[src/rtl/core/mips_hilo_multiply_divide_unit_macros.svh]
// Assertion macros shared by the multiply/divide unit.
// No dependencies; files that assert take this header by include.
`ifndef MIPS_HILO_MULTIPLY_DIVIDE_UNIT_MACROS_SVH
`define MIPS_HILO_MULTIPLY_DIVIDE_UNIT_MACROS_SVH

`ifndef NO_ASSERTIONS

// Checked at every rising clock edge outside of reset.
`define MHMDU_ASSERT(lbl, clk, rstn, prop, msg) \
  lbl: assert property (@(posedge clk) disable iff (!rstn) prop) else $error(msg);

// Checked at every rising clock edge, reset included.
`define MHMDU_ASSERT_ALWAYS(lbl, clk, prop, msg) \
  lbl: assert property (@(posedge clk) prop) else $error(msg);

`else

`define MHMDU_ASSERT(lbl, clk, rstn, prop, msg)
`define MHMDU_ASSERT_ALWAYS(lbl, clk, prop, msg)

`endif

`endif

[src/rtl/core/mhmdu_pkg.sv]
// Package of the multiply/divide unit: operation codes, controller states,
// command struct and helper functions. No dependencies.
`default_nettype none

package mhmdu_pkg;

  localparam int unsigned WORD_W    = 32;
  localparam int unsigned OP_W      = 3;
  localparam int unsigned DIV_STEPS = WORD_W;
  localparam int unsigned CNT_W     = $clog2(DIV_STEPS);

  localparam logic [WORD_W-1:0] SIGN_BIT      = 32'h8000_0000;
  localparam logic [WORD_W-1:0] ALL_ONES      = 32'hffff_ffff;
  localparam logic [WORD_W-1:0] RESET_PATTERN = 32'hdead_c0de;

  localparam logic [CNT_W-1:0] CNT_LAST = CNT_W'(DIV_STEPS - 1);

  typedef enum logic [OP_W-1:0] {
    OP_MULT  = 3'd0,
    OP_MULTU = 3'd1,
    OP_DIV   = 3'd2,
    OP_DIVU  = 3'd3,
    OP_MTHI  = 3'd4,
    OP_MTLO  = 3'd5
  } op_t;

  typedef enum logic [2:0] {
    S_IDLE,
    S_MUL,
    S_DIV,
    S_FIX,
    S_WB
  } state_t;

  // Commands from the controller to the datapath.
  typedef struct packed {
    logic load;
    logic mul;
    logic div_step;
    logic fix;
    logic commit;
  } cmd_t;

  function automatic logic [WORD_W-1:0] neg32(input logic [WORD_W-1:0] v);
    neg32 = {WORD_W{1'b0}} - v;
  endfunction

  // Two's complement magnitude; the most negative value maps onto itself,
  // which is its correct unsigned magnitude.
  function automatic logic [WORD_W-1:0] mag32(input logic [WORD_W-1:0] v);
    mag32 = v[WORD_W-1] ? neg32(v) : v;
  endfunction

endpackage

`default_nettype wire

[src/rtl/core/mhmdu_if.sv]
// Handshake channels of the multiply/divide unit: operation items in and
// HI/LO result items out. Depends on mhmdu_pkg.
`default_nettype none

interface mhmdu_in_if;
  logic                            valid;
  logic                            ready;
  logic [mhmdu_pkg::OP_W-1:0]      op;
  logic [mhmdu_pkg::WORD_W-1:0]    operand_a;
  logic [mhmdu_pkg::WORD_W-1:0]    operand_b;

  modport source(output valid, output op, output operand_a, output operand_b,
                 input ready);
  modport sink(input valid, input op, input operand_a, input operand_b,
               output ready);
endinterface

interface mhmdu_out_if;
  logic                            valid;
  logic                            ready;
  logic [mhmdu_pkg::WORD_W-1:0]    hi_out;
  logic [mhmdu_pkg::WORD_W-1:0]    lo_out;

  modport source(output valid, output hi_out, output lo_out, input ready);
  modport sink(input valid, input hi_out, input lo_out, output ready);
endinterface

`default_nettype wire

[src/rtl/core/mhmdu_ctrl.sv]
// Controller of the multiply/divide unit: runs multiply or divide iterations,
// sign fix-up and write-back; moves go to write-back only. Uses mhmdu_pkg.
`default_nettype none

`include "mips_hilo_multiply_divide_unit_macros.svh"

module mhmdu_ctrl (
  input  wire                         clk,
  input  wire                         rst_n,
  input  wire                         in_valid,
  input  wire [mhmdu_pkg::OP_W-1:0]   in_op,
  output logic                        in_ready,
  input  wire                         out_ready,
  output logic                        out_valid,
  output mhmdu_pkg::cmd_t             cmd
);

  mhmdu_pkg::state_t               state_r, state_nxt;
  logic [mhmdu_pkg::CNT_W-1:0]     cnt_r, cnt_nxt;
  logic                            out_valid_r, out_valid_nxt;
  logic                            in_fire;

  assign in_fire   = in_valid && in_ready;
  assign out_valid = out_valid_r;

  always_ff @(posedge clk) begin
    if (!rst_n) begin
      state_r     <= mhmdu_pkg::S_IDLE;
      cnt_r       <= '0;
      out_valid_r <= 1'b0;
    end else begin
      state_r     <= state_nxt;
      cnt_r       <= cnt_nxt;
      out_valid_r <= out_valid_nxt;
    end
  end

  always_comb begin
    state_nxt = state_r;
    cnt_nxt   = cnt_r;
    in_ready  = 1'b0;
    cmd       = '0;
    unique case (state_r)
      mhmdu_pkg::S_IDLE: begin
        in_ready = 1'b1;
        if (in_valid) begin
          cmd.load = 1'b1;
          unique case (mhmdu_pkg::op_t'(in_op))
            mhmdu_pkg::OP_MULT, mhmdu_pkg::OP_MULTU: state_nxt = mhmdu_pkg::S_MUL;
            mhmdu_pkg::OP_DIV, mhmdu_pkg::OP_DIVU: begin
              state_nxt = mhmdu_pkg::S_DIV;
              cnt_nxt   = mhmdu_pkg::CNT_LAST;
            end
            default: state_nxt = mhmdu_pkg::S_WB;
          endcase
        end
      end
      mhmdu_pkg::S_MUL: begin
        cmd.mul   = 1'b1;
        state_nxt = mhmdu_pkg::S_FIX;
      end
      mhmdu_pkg::S_DIV: begin
        cmd.div_step = 1'b1;
        cnt_nxt      = cnt_r - 1'b1;
        if (cnt_r == '0) begin
          state_nxt = mhmdu_pkg::S_FIX;
        end
      end
      mhmdu_pkg::S_FIX: begin
        cmd.fix   = 1'b1;
        state_nxt = mhmdu_pkg::S_WB;
      end
      mhmdu_pkg::S_WB: begin
        // The result register must be free or draining before it is reloaded.
        if (!out_valid_r || out_ready) begin
          cmd.commit = 1'b1;
          state_nxt  = mhmdu_pkg::S_IDLE;
        end
      end
      default: state_nxt = mhmdu_pkg::S_IDLE;
    endcase
  end

  always_comb begin
    if (cmd.commit) begin
      out_valid_nxt = 1'b1;
    end else if (out_ready) begin
      out_valid_nxt = 1'b0;
    end else begin
      out_valid_nxt = out_valid_r;
    end
  end

  `MHMDU_ASSERT(a_div_start, clk, rst_n,
    in_fire && (in_op == mhmdu_pkg::OP_DIV || in_op == mhmdu_pkg::OP_DIVU)
    |=> state_r == mhmdu_pkg::S_DIV && cnt_r == mhmdu_pkg::CNT_LAST,
    "divide item did not start a full iteration run")
  `MHMDU_ASSERT(a_div_end, clk, rst_n,
    state_r == mhmdu_pkg::S_DIV && cnt_r == '0 |=> state_r == mhmdu_pkg::S_FIX,
    "last divide iteration not followed by sign fix-up")
  `MHMDU_ASSERT(a_mul_seq, clk, rst_n,
    in_fire && (in_op == mhmdu_pkg::OP_MULT || in_op == mhmdu_pkg::OP_MULTU)
    |=> state_r == mhmdu_pkg::S_MUL ##1 state_r == mhmdu_pkg::S_FIX,
    "multiply item skipped its product or fix-up cycle")
  `MHMDU_ASSERT(a_no_overwrite, clk, rst_n,
    cmd.commit |-> !out_valid_r || out_ready,
    "pending result item overwritten")

endmodule

`default_nettype wire

[src/rtl/core/mhmdu_dpath.sv]
// Datapath of the multiply/divide unit: HI/LO state, multiplier, restoring
// divider, sign fix-up and result register. Uses mhmdu_pkg.
`default_nettype none

module mhmdu_dpath (
  input  wire                          clk,
  input  wire                          rst_n,
  input  mhmdu_pkg::cmd_t              cmd,
  input  wire [mhmdu_pkg::OP_W-1:0]    in_op,
  input  wire [mhmdu_pkg::WORD_W-1:0]  in_operand_a,
  input  wire [mhmdu_pkg::WORD_W-1:0]  in_operand_b,
  output logic [mhmdu_pkg::WORD_W-1:0] out_hi,
  output logic [mhmdu_pkg::WORD_W-1:0] out_lo
);

  localparam int unsigned W = mhmdu_pkg::WORD_W;

  logic [W-1:0] hi_r, hi_nxt, lo_r, lo_nxt;
  logic [W-1:0] rem_r, rem_nxt, quo_r, quo_nxt, dvs_r, dvs_nxt;
  logic [W-1:0] res_hi_r, res_hi_nxt, res_lo_r, res_lo_nxt;
  logic [W-1:0] out_hi_r, out_hi_nxt, out_lo_r, out_lo_nxt;
  logic         neg_hi_r, neg_hi_nxt, neg_lo_r, neg_lo_nxt;
  logic         is_div_r, is_div_nxt;

  logic [W:0]     shifted, diff;
  logic [2*W-1:0] product, prod_neg;

  assign shifted  = {rem_r, quo_r[W-1]};
  assign diff     = shifted - {1'b0, dvs_r};
  assign product  = quo_r * dvs_r;
  assign prod_neg = {(2*W){1'b0}} - {rem_r, quo_r};

  assign out_hi = out_hi_r;
  assign out_lo = out_lo_r;

  always_ff @(posedge clk) begin
    if (!rst_n) begin
      hi_r <= mhmdu_pkg::RESET_PATTERN;
      lo_r <= mhmdu_pkg::RESET_PATTERN;
    end else begin
      hi_r <= hi_nxt;
      lo_r <= lo_nxt;
    end
  end

  always_ff @(posedge clk) begin
    rem_r    <= rem_nxt;
    quo_r    <= quo_nxt;
    dvs_r    <= dvs_nxt;
    res_hi_r <= res_hi_nxt;
    res_lo_r <= res_lo_nxt;
    out_hi_r <= out_hi_nxt;
    out_lo_r <= out_lo_nxt;
    neg_hi_r <= neg_hi_nxt;
    neg_lo_r <= neg_lo_nxt;
    is_div_r <= is_div_nxt;
  end

  always_comb begin
    hi_nxt     = hi_r;
    lo_nxt     = lo_r;
    rem_nxt    = rem_r;
    quo_nxt    = quo_r;
    dvs_nxt    = dvs_r;
    res_hi_nxt = res_hi_r;
    res_lo_nxt = res_lo_r;
    out_hi_nxt = out_hi_r;
    out_lo_nxt = out_lo_r;
    neg_hi_nxt = neg_hi_r;
    neg_lo_nxt = neg_lo_r;
    is_div_nxt = is_div_r;

    if (cmd.load) begin
      // Signed work runs on magnitudes; the signs are applied in fix-up.
      // Division by zero needs no special path: the iterations then yield an
      // all-ones quotient and the dividend as remainder.
      unique case (mhmdu_pkg::op_t'(in_op))
        mhmdu_pkg::OP_MULT, mhmdu_pkg::OP_DIV: begin
          quo_nxt    = mhmdu_pkg::mag32(in_operand_a);
          dvs_nxt    = mhmdu_pkg::mag32(in_operand_b);
          rem_nxt    = '0;
          neg_lo_nxt = in_operand_a[W-1] ^ in_operand_b[W-1];
          neg_hi_nxt = in_operand_a[W-1];
          is_div_nxt = (mhmdu_pkg::op_t'(in_op) == mhmdu_pkg::OP_DIV);
        end
        mhmdu_pkg::OP_MULTU, mhmdu_pkg::OP_DIVU: begin
          quo_nxt    = in_operand_a;
          dvs_nxt    = in_operand_b;
          rem_nxt    = '0;
          neg_lo_nxt = 1'b0;
          neg_hi_nxt = 1'b0;
          is_div_nxt = (mhmdu_pkg::op_t'(in_op) == mhmdu_pkg::OP_DIVU);
        end
        mhmdu_pkg::OP_MTHI: begin
          res_hi_nxt = in_operand_a;
          res_lo_nxt = lo_r;
        end
        mhmdu_pkg::OP_MTLO: begin
          res_hi_nxt = hi_r;
          res_lo_nxt = in_operand_a;
        end
        default: begin
          res_hi_nxt = hi_r;
          res_lo_nxt = lo_r;
        end
      endcase
    end

    if (cmd.mul) begin
      {rem_nxt, quo_nxt} = product;
    end

    if (cmd.div_step) begin
      quo_nxt = {quo_r[W-2:0], ~diff[W]};
      rem_nxt = diff[W] ? shifted[W-1:0] : diff[W-1:0];
    end

    if (cmd.fix) begin
      if (is_div_r) begin
        res_hi_nxt = neg_hi_r ? mhmdu_pkg::neg32(rem_r) : rem_r;
        res_lo_nxt = neg_lo_r ? mhmdu_pkg::neg32(quo_r) : quo_r;
      end else begin
        {res_hi_nxt, res_lo_nxt} = neg_lo_r ? prod_neg : {rem_r, quo_r};
      end
    end

    if (cmd.commit) begin
      hi_nxt     = res_hi_r;
      lo_nxt     = res_lo_r;
      out_hi_nxt = res_hi_r;
      out_lo_nxt = res_lo_r;
    end
  end

endmodule

`default_nettype wire

[src/rtl/core/mips_hilo_multiply_divide_unit.sv]
// Multiply: product, sign fix-up, then write-back into the result register.
// Divide: 32 iterations of the one-bit-per-cycle restoring divider plus
// fix-up and write-back; moves only write back. Write-back waits for space.
// One item is in work at a time; a finished result waits in its own register.
// Reset (synchronous, active low) sets HI and LO to 0xdeadc0de, no result.
`default_nettype none

module mips_hilo_multiply_divide_unit (
  input  wire          clk,
  input  wire          rst_n,
  mhmdu_in_if.sink     in_ch,
  mhmdu_out_if.source  out_ch
);

  mhmdu_pkg::cmd_t cmd;

  mhmdu_ctrl u_ctrl (
    .clk       (clk),
    .rst_n     (rst_n),
    .in_valid  (in_ch.valid),
    .in_op     (in_ch.op),
    .in_ready  (in_ch.ready),
    .out_ready (out_ch.ready),
    .out_valid (out_ch.valid),
    .cmd       (cmd)
  );

  mhmdu_dpath u_dpath (
    .clk          (clk),
    .rst_n        (rst_n),
    .cmd          (cmd),
    .in_op        (in_ch.op),
    .in_operand_a (in_ch.operand_a),
    .in_operand_b (in_ch.operand_b),
    .out_hi       (out_ch.hi_out),
    .out_lo       (out_ch.lo_out)
  );

endmodule

`default_nettype wire
[src/flat_wrapper.sv]
// flat-port wrapper written by rule: the top's interface ports become plain ports
module mips_hilo_multiply_divide_unit_flat 
  (clk, rst_n, in_ch_valid, in_ch_op, in_ch_operand_a, in_ch_operand_b, in_ch_ready, out_ch_valid, out_ch_hi_out, out_ch_lo_out, out_ch_ready);
  mhmdu_in_if in_ch_i ();
  mhmdu_out_if out_ch_i ();
  input  wire clk;
  input  wire rst_n;
  input wire logic [$bits(in_ch_i.valid)-1:0] in_ch_valid;
  input wire logic [$bits(in_ch_i.op)-1:0] in_ch_op;
  input wire logic [$bits(in_ch_i.operand_a)-1:0] in_ch_operand_a;
  input wire logic [$bits(in_ch_i.operand_b)-1:0] in_ch_operand_b;
  output wire logic [$bits(in_ch_i.ready)-1:0] in_ch_ready;
  output wire logic [$bits(out_ch_i.valid)-1:0] out_ch_valid;
  output wire logic [$bits(out_ch_i.hi_out)-1:0] out_ch_hi_out;
  output wire logic [$bits(out_ch_i.lo_out)-1:0] out_ch_lo_out;
  input wire logic [$bits(out_ch_i.ready)-1:0] out_ch_ready;
  assign in_ch_i.valid = in_ch_valid;
  assign in_ch_i.op = in_ch_op;
  assign in_ch_i.operand_a = in_ch_operand_a;
  assign in_ch_i.operand_b = in_ch_operand_b;
  assign in_ch_ready = in_ch_i.ready;
  assign out_ch_valid = out_ch_i.valid;
  assign out_ch_hi_out = out_ch_i.hi_out;
  assign out_ch_lo_out = out_ch_i.lo_out;
  assign out_ch_i.ready = out_ch_ready;
  mips_hilo_multiply_divide_unit u_core (.clk(clk), .rst_n(rst_n), .in_ch(in_ch_i), .out_ch(out_ch_i));
endmodule
[config.mk]
export PLATFORM = sky130hd
export DESIGN_NAME = mips_hilo_multiply_divide_unit_flat
export DESIGN_NICKNAME = d
export VERILOG_FILES = /design/src/rtl/core/mhmdu_pkg.sv /design/src/rtl/core/mhmdu_if.sv /design/src/rtl/core/mhmdu_ctrl.sv /design/src/rtl/core/mhmdu_dpath.sv /design/src/rtl/core/mips_hilo_multiply_divide_unit.sv /design/src/flat_wrapper.sv
export VERILOG_INCLUDE_DIRS = /design/src /design/src/rtl/core
export SDC_FILE = /design/constraint.sdc
export NUM_CORES = 2
export LEC_CHECK = 0
export ABC_AREA = 0
export BUFFER_PORTS_ARGS = -buffer_cell sky130_fd_sc_hd__buf_2
export CAP_MARGIN = 0
export CORE_UTILIZATION = 60
export CTS_CLUSTER_DIAMETER = 80
export CTS_CLUSTER_SIZE = 12
export DETAILED_ROUTE_END_ITERATION = 16
export HOLD_SLACK_MARGIN = 0.08
export PLACE_DENSITY_LB_ADDON = 0.05
export SLEW_MARGIN = 20
export SYNTH_ARGS = -nofsm -noshare
export SYNTH_HDL_FRONTEND = slang
export SYNTH_HIERARCHICAL = 1
export SYNTH_SLANG_ARGS = --single-unit
export TNS_END_PERCENT = 1
[constraint.sdc]
create_clock -name clk -period 9.9 [get_ports clk]
set_clock_uncertainty 0.15 [all_clocks]
set_input_delay 2.97 -clock clk [delete_from_list [all_inputs] [get_ports clk]]
set_output_delay 2.97 -clock clk [all_outputs]
set_load 0.02 [all_outputs]
==> qor.csv <==
metric,value,unit
leading area contributor after synthesis,fa_1,
final HPWL from detailed placement,133000,µm
number of flops mapped to enable cells by yosys,227,
total overflow reported by the global router,0,
Skew-Pair Late Insertion Delay,580,ps
"top cells by area, synth","fa_1 (36%), edfxtp_1 (14%), ha_1 (7.6%)",
CTS buffer count,36,
global-route wire length before repair,254000,µm
Critical Path Sink Type,register,
max-slew headroom at the worst pin,0.212,
worst hold path startpoint,u_core/u_dpath/res_lo_r[16]$_DFFE_PP_,
number of endpoints with negative hold slack in the final report,0,
gr usage total,0.417,
xor/xnor cell area share of the yosys netlist,0.0364,
Peak Freq,0.109,GHz
number of distinct library cells after synthesis,79,
maximum fanout along the worst path,19,
height of the die,289,µm
DR iter-0 viols,3642,
final setup violating endpoints,0,
most frequent CP cell,fa_1,
Hold WC Path Type,register to register,
Clock Path Buffers,3,
asr flop ratio synth,0,
area share of fa/ha/maj cells after synthesis,0.439,
share of the synthesized area in the top cell type,0.363,
average cell area after synthesis,9.21,µm²
vias per inst,6.06,
Die Width,289,µm
Synthesized Nets,6644,
main combinational cell family by area after synthesis,adder cells,
total of buffers placed on input and output ports,136,
Critical Path Slowest Stage Cell,edfxtp_1,
Die Footprint,83700,µm²
area of the core,81100,µm²
post-detailed-route wirelength per cell,26.2,µm
final wirelength,169000,µm
kind of critical path,register to register,
post-synthesis simple-gate area fraction,0.155,
starting density of the core,0.611,
vias in the first global route,40100,
ordered cell list for the critical path,inv_1 > nor2_1 > fa_1 > fa_1 > fa_1 > inv_1 > fa_1 > inv_1 > fa_1 > fa_1 > fa_1 > fa_1 > ha_1 > nand2_1 > or3_1 > o221ai_1 > a211oi_1 > a21oi_1 > a31oi_1 > o21a_1 > o31ai_1 > xnor2_1 > o22ai_1,
via count,39300,
number of rows in the core area,104,
"Period Utilization, post-route",0.929,
unrepaired setup endpoints after global routing,false,
fin crit period,9200,ps
IO Pins,137,
initial antenna violation count,16,
worst reg2reg startpoint,u_core/u_dpath/dvs_r[6]$_DFFE_PP_,
number of register bits inferred by synthesis,300,
largest net degree at the start of global routing,129,
detailed-routing iteration count for the pre-antenna-repair pass,6,
Post-CTS Hold Buffers,0,
data required time at the worst endpoint,10040,ps
mux cell area share after synthesis,0.0309,
sum of negative setup slack,0,ps
Synth-to-Final Area Change,6.24,%
clk sink count,300,
number of gates given a new drive strength after cts,0,
max-slew violations,0,
H-tree Lvls,2,
Yosys warnings,6,
"delay-heaviest family, CP",adder cells,
CP startpoint kind,register,
nets@finish,6648,
share of cells above drive strength 1,0.0694,
buffers inserted by post-CTS timing repair,0,
Synth Cell Area,49500,µm²
DRC viols,0,
status,completed,
"CTS clk-pin slew, worst paths",70,ps
launching element of the worst setup path,u_core/u_dpath/dvs_r[6]$_DFFE_PP_,
Slew @ Worst Pin,1170,ps
area fraction in compound gates after synthesis,0.0778,
cell count after synthesis,5375,
clock tree from TritonCTS,yes,
final weighted congestion of routability-driven global placement,1.04,
"Arr. time, crit path",9340,ps
total of max-cap violations,0,
Root Driver,clkbuf_16,
Routed Antenna Nets,0,
flip-flop cell with the highest count after synthesis,edfxtp_1,
number of buffers and inverters on the critical path,3,
crit-path max cell delay,790,ps
sequential area share after synthesis,0.167,
[cell type report]
type                       count  area, µm²
tap                         1060       1330
fill                        7019      28500
timing repair buffer         272       1730
antenna                        6       15.0
clock buffer                  53       1020
multi-input combinational   3838      36600
sequential                   300       8280
inverter                     931       3490
clock inverter                13        126
[per-layer routing]
metal  global-route usage  vias up  wire length [µm]
li1                     -    16800                 -
met2                0.644     2044             77100
met3               0.0971      512             17400
met4                0.221        8             10700
met1                0.547    19900             64100
met5                    0        -                54
[placed cells by master (no fill, tap or decap), drive strengths merged, types with 23 or more instances in the layout]
cell type and count:
and2 324, inv 930, o31ai 27, nand3 29, ha 301, nor3 43
xor2 82, nand2 679, fa 897, a21o 45, xnor2 124, dfxtp 73
o21ai 192, edfxtp 227, nor2 394, buf 272, a21oi 198, mux2i 144
a211oi 23, clkbuf 53, nor2b 45
[worst reg2reg max path, cell delays in order (launching register included)]
cell and delay, ps:
edfxtp_1 790, inv_1 540, nor2_1 290, fa_1 470, fa_1 500, fa_1 510, inv_1 50, fa_1 480
inv_1 50, fa_1 490, fa_1 570, fa_1 430, fa_1 450, ha_1 500, nand2_1 120, or3_1 410
o221ai_1 250, a211oi_1 150, a21oi_1 500, a31oi_1 340, o21a_1 290, o31ai_1 330, xnor2_1 160, o22ai_1 100
[final timing paths]
kind / to / slack [ps] / cells after the start
max reg2reg: u_core/u_dpath/rem_r[28]$_DFFE_PP_ / 700 / 23
min reg2reg: u_core/u_dpath/out_lo[16]$_DFFE_PP_ / 300 / 0
max: u_core/u_dpath/rem_r[28]$_DFFE_PP_ / 700 / 23
min: u_core/u_dpath/out_lo[16]$_DFFE_PP_ / 300 / 0
[through the flow]
stage | cells | setup slack (ps) | util | hold WS (ps) | cell area [µm²]
finish | 6473 | 700 | 0.649 | 300 | 52600
global route | 6471 | 361 | 0.649 | 305 | 52600
CTS | 6465 | 956 | 0.648 | 299 | 52600
detailed placement | 6399 | 977 | 0.634 | 287 | 51400
global placement | 6398 | 1130 | 0.634 | 281 | 51400
floorplan | 5375 | 2170 | - | 276 | 49500
[cell families (layout without fill, tap and decap cells)]
kind of cell | after synthesis | after routing
flip-flops | 300 | 300
AND/OR/NAND/NOR | 1649 | 1649
XOR/XNOR | 206 | 206
multiplexers | 152 | 152
AO/OA/AOI/OAI | 633 | 633
other | 0 | 6
buffers and inverters | 1237 | 1269
adder cells (fa/ha/maj) | 1198 | 1198
[cells in the mapped netlist, drive strengths merged (23+ instances only)]
cell type  count
buf           47
nor3          43
nand3         29
nand2        679
xor2          82
a211oi        23
nor2         394
fa           897
mux2i        144
xnor2        124
ha           301
inv          922
o21ai        192
a21oi        198
and2         324
edfxtp       227
dfxtp         73
o31ai         27
a21o          45
clkbuf       259
nor2b         45
[state kept, by name, indices dropped and copies added (netlist names), 5 cells and up]
register	cells
u_core/u_dpath/hi_r	32
u_core/u_dpath/quo_r	32
u_core/u_dpath/rem_r	32
u_core/u_dpath/out_hi	32
u_core/u_ctrl/cnt_r	5
u_core/u_dpath/lo_r	32
u_core/u_dpath/res_hi_r	32
u_core/u_dpath/res_lo_r	32
u_core/u_dpath/dvs_r	32
u_core/u_dpath/out_lo	32
Power is left out: the tool's default activity adds up to more than one toggle a clock period on the data nets, which glitch-free logic cannot reach.
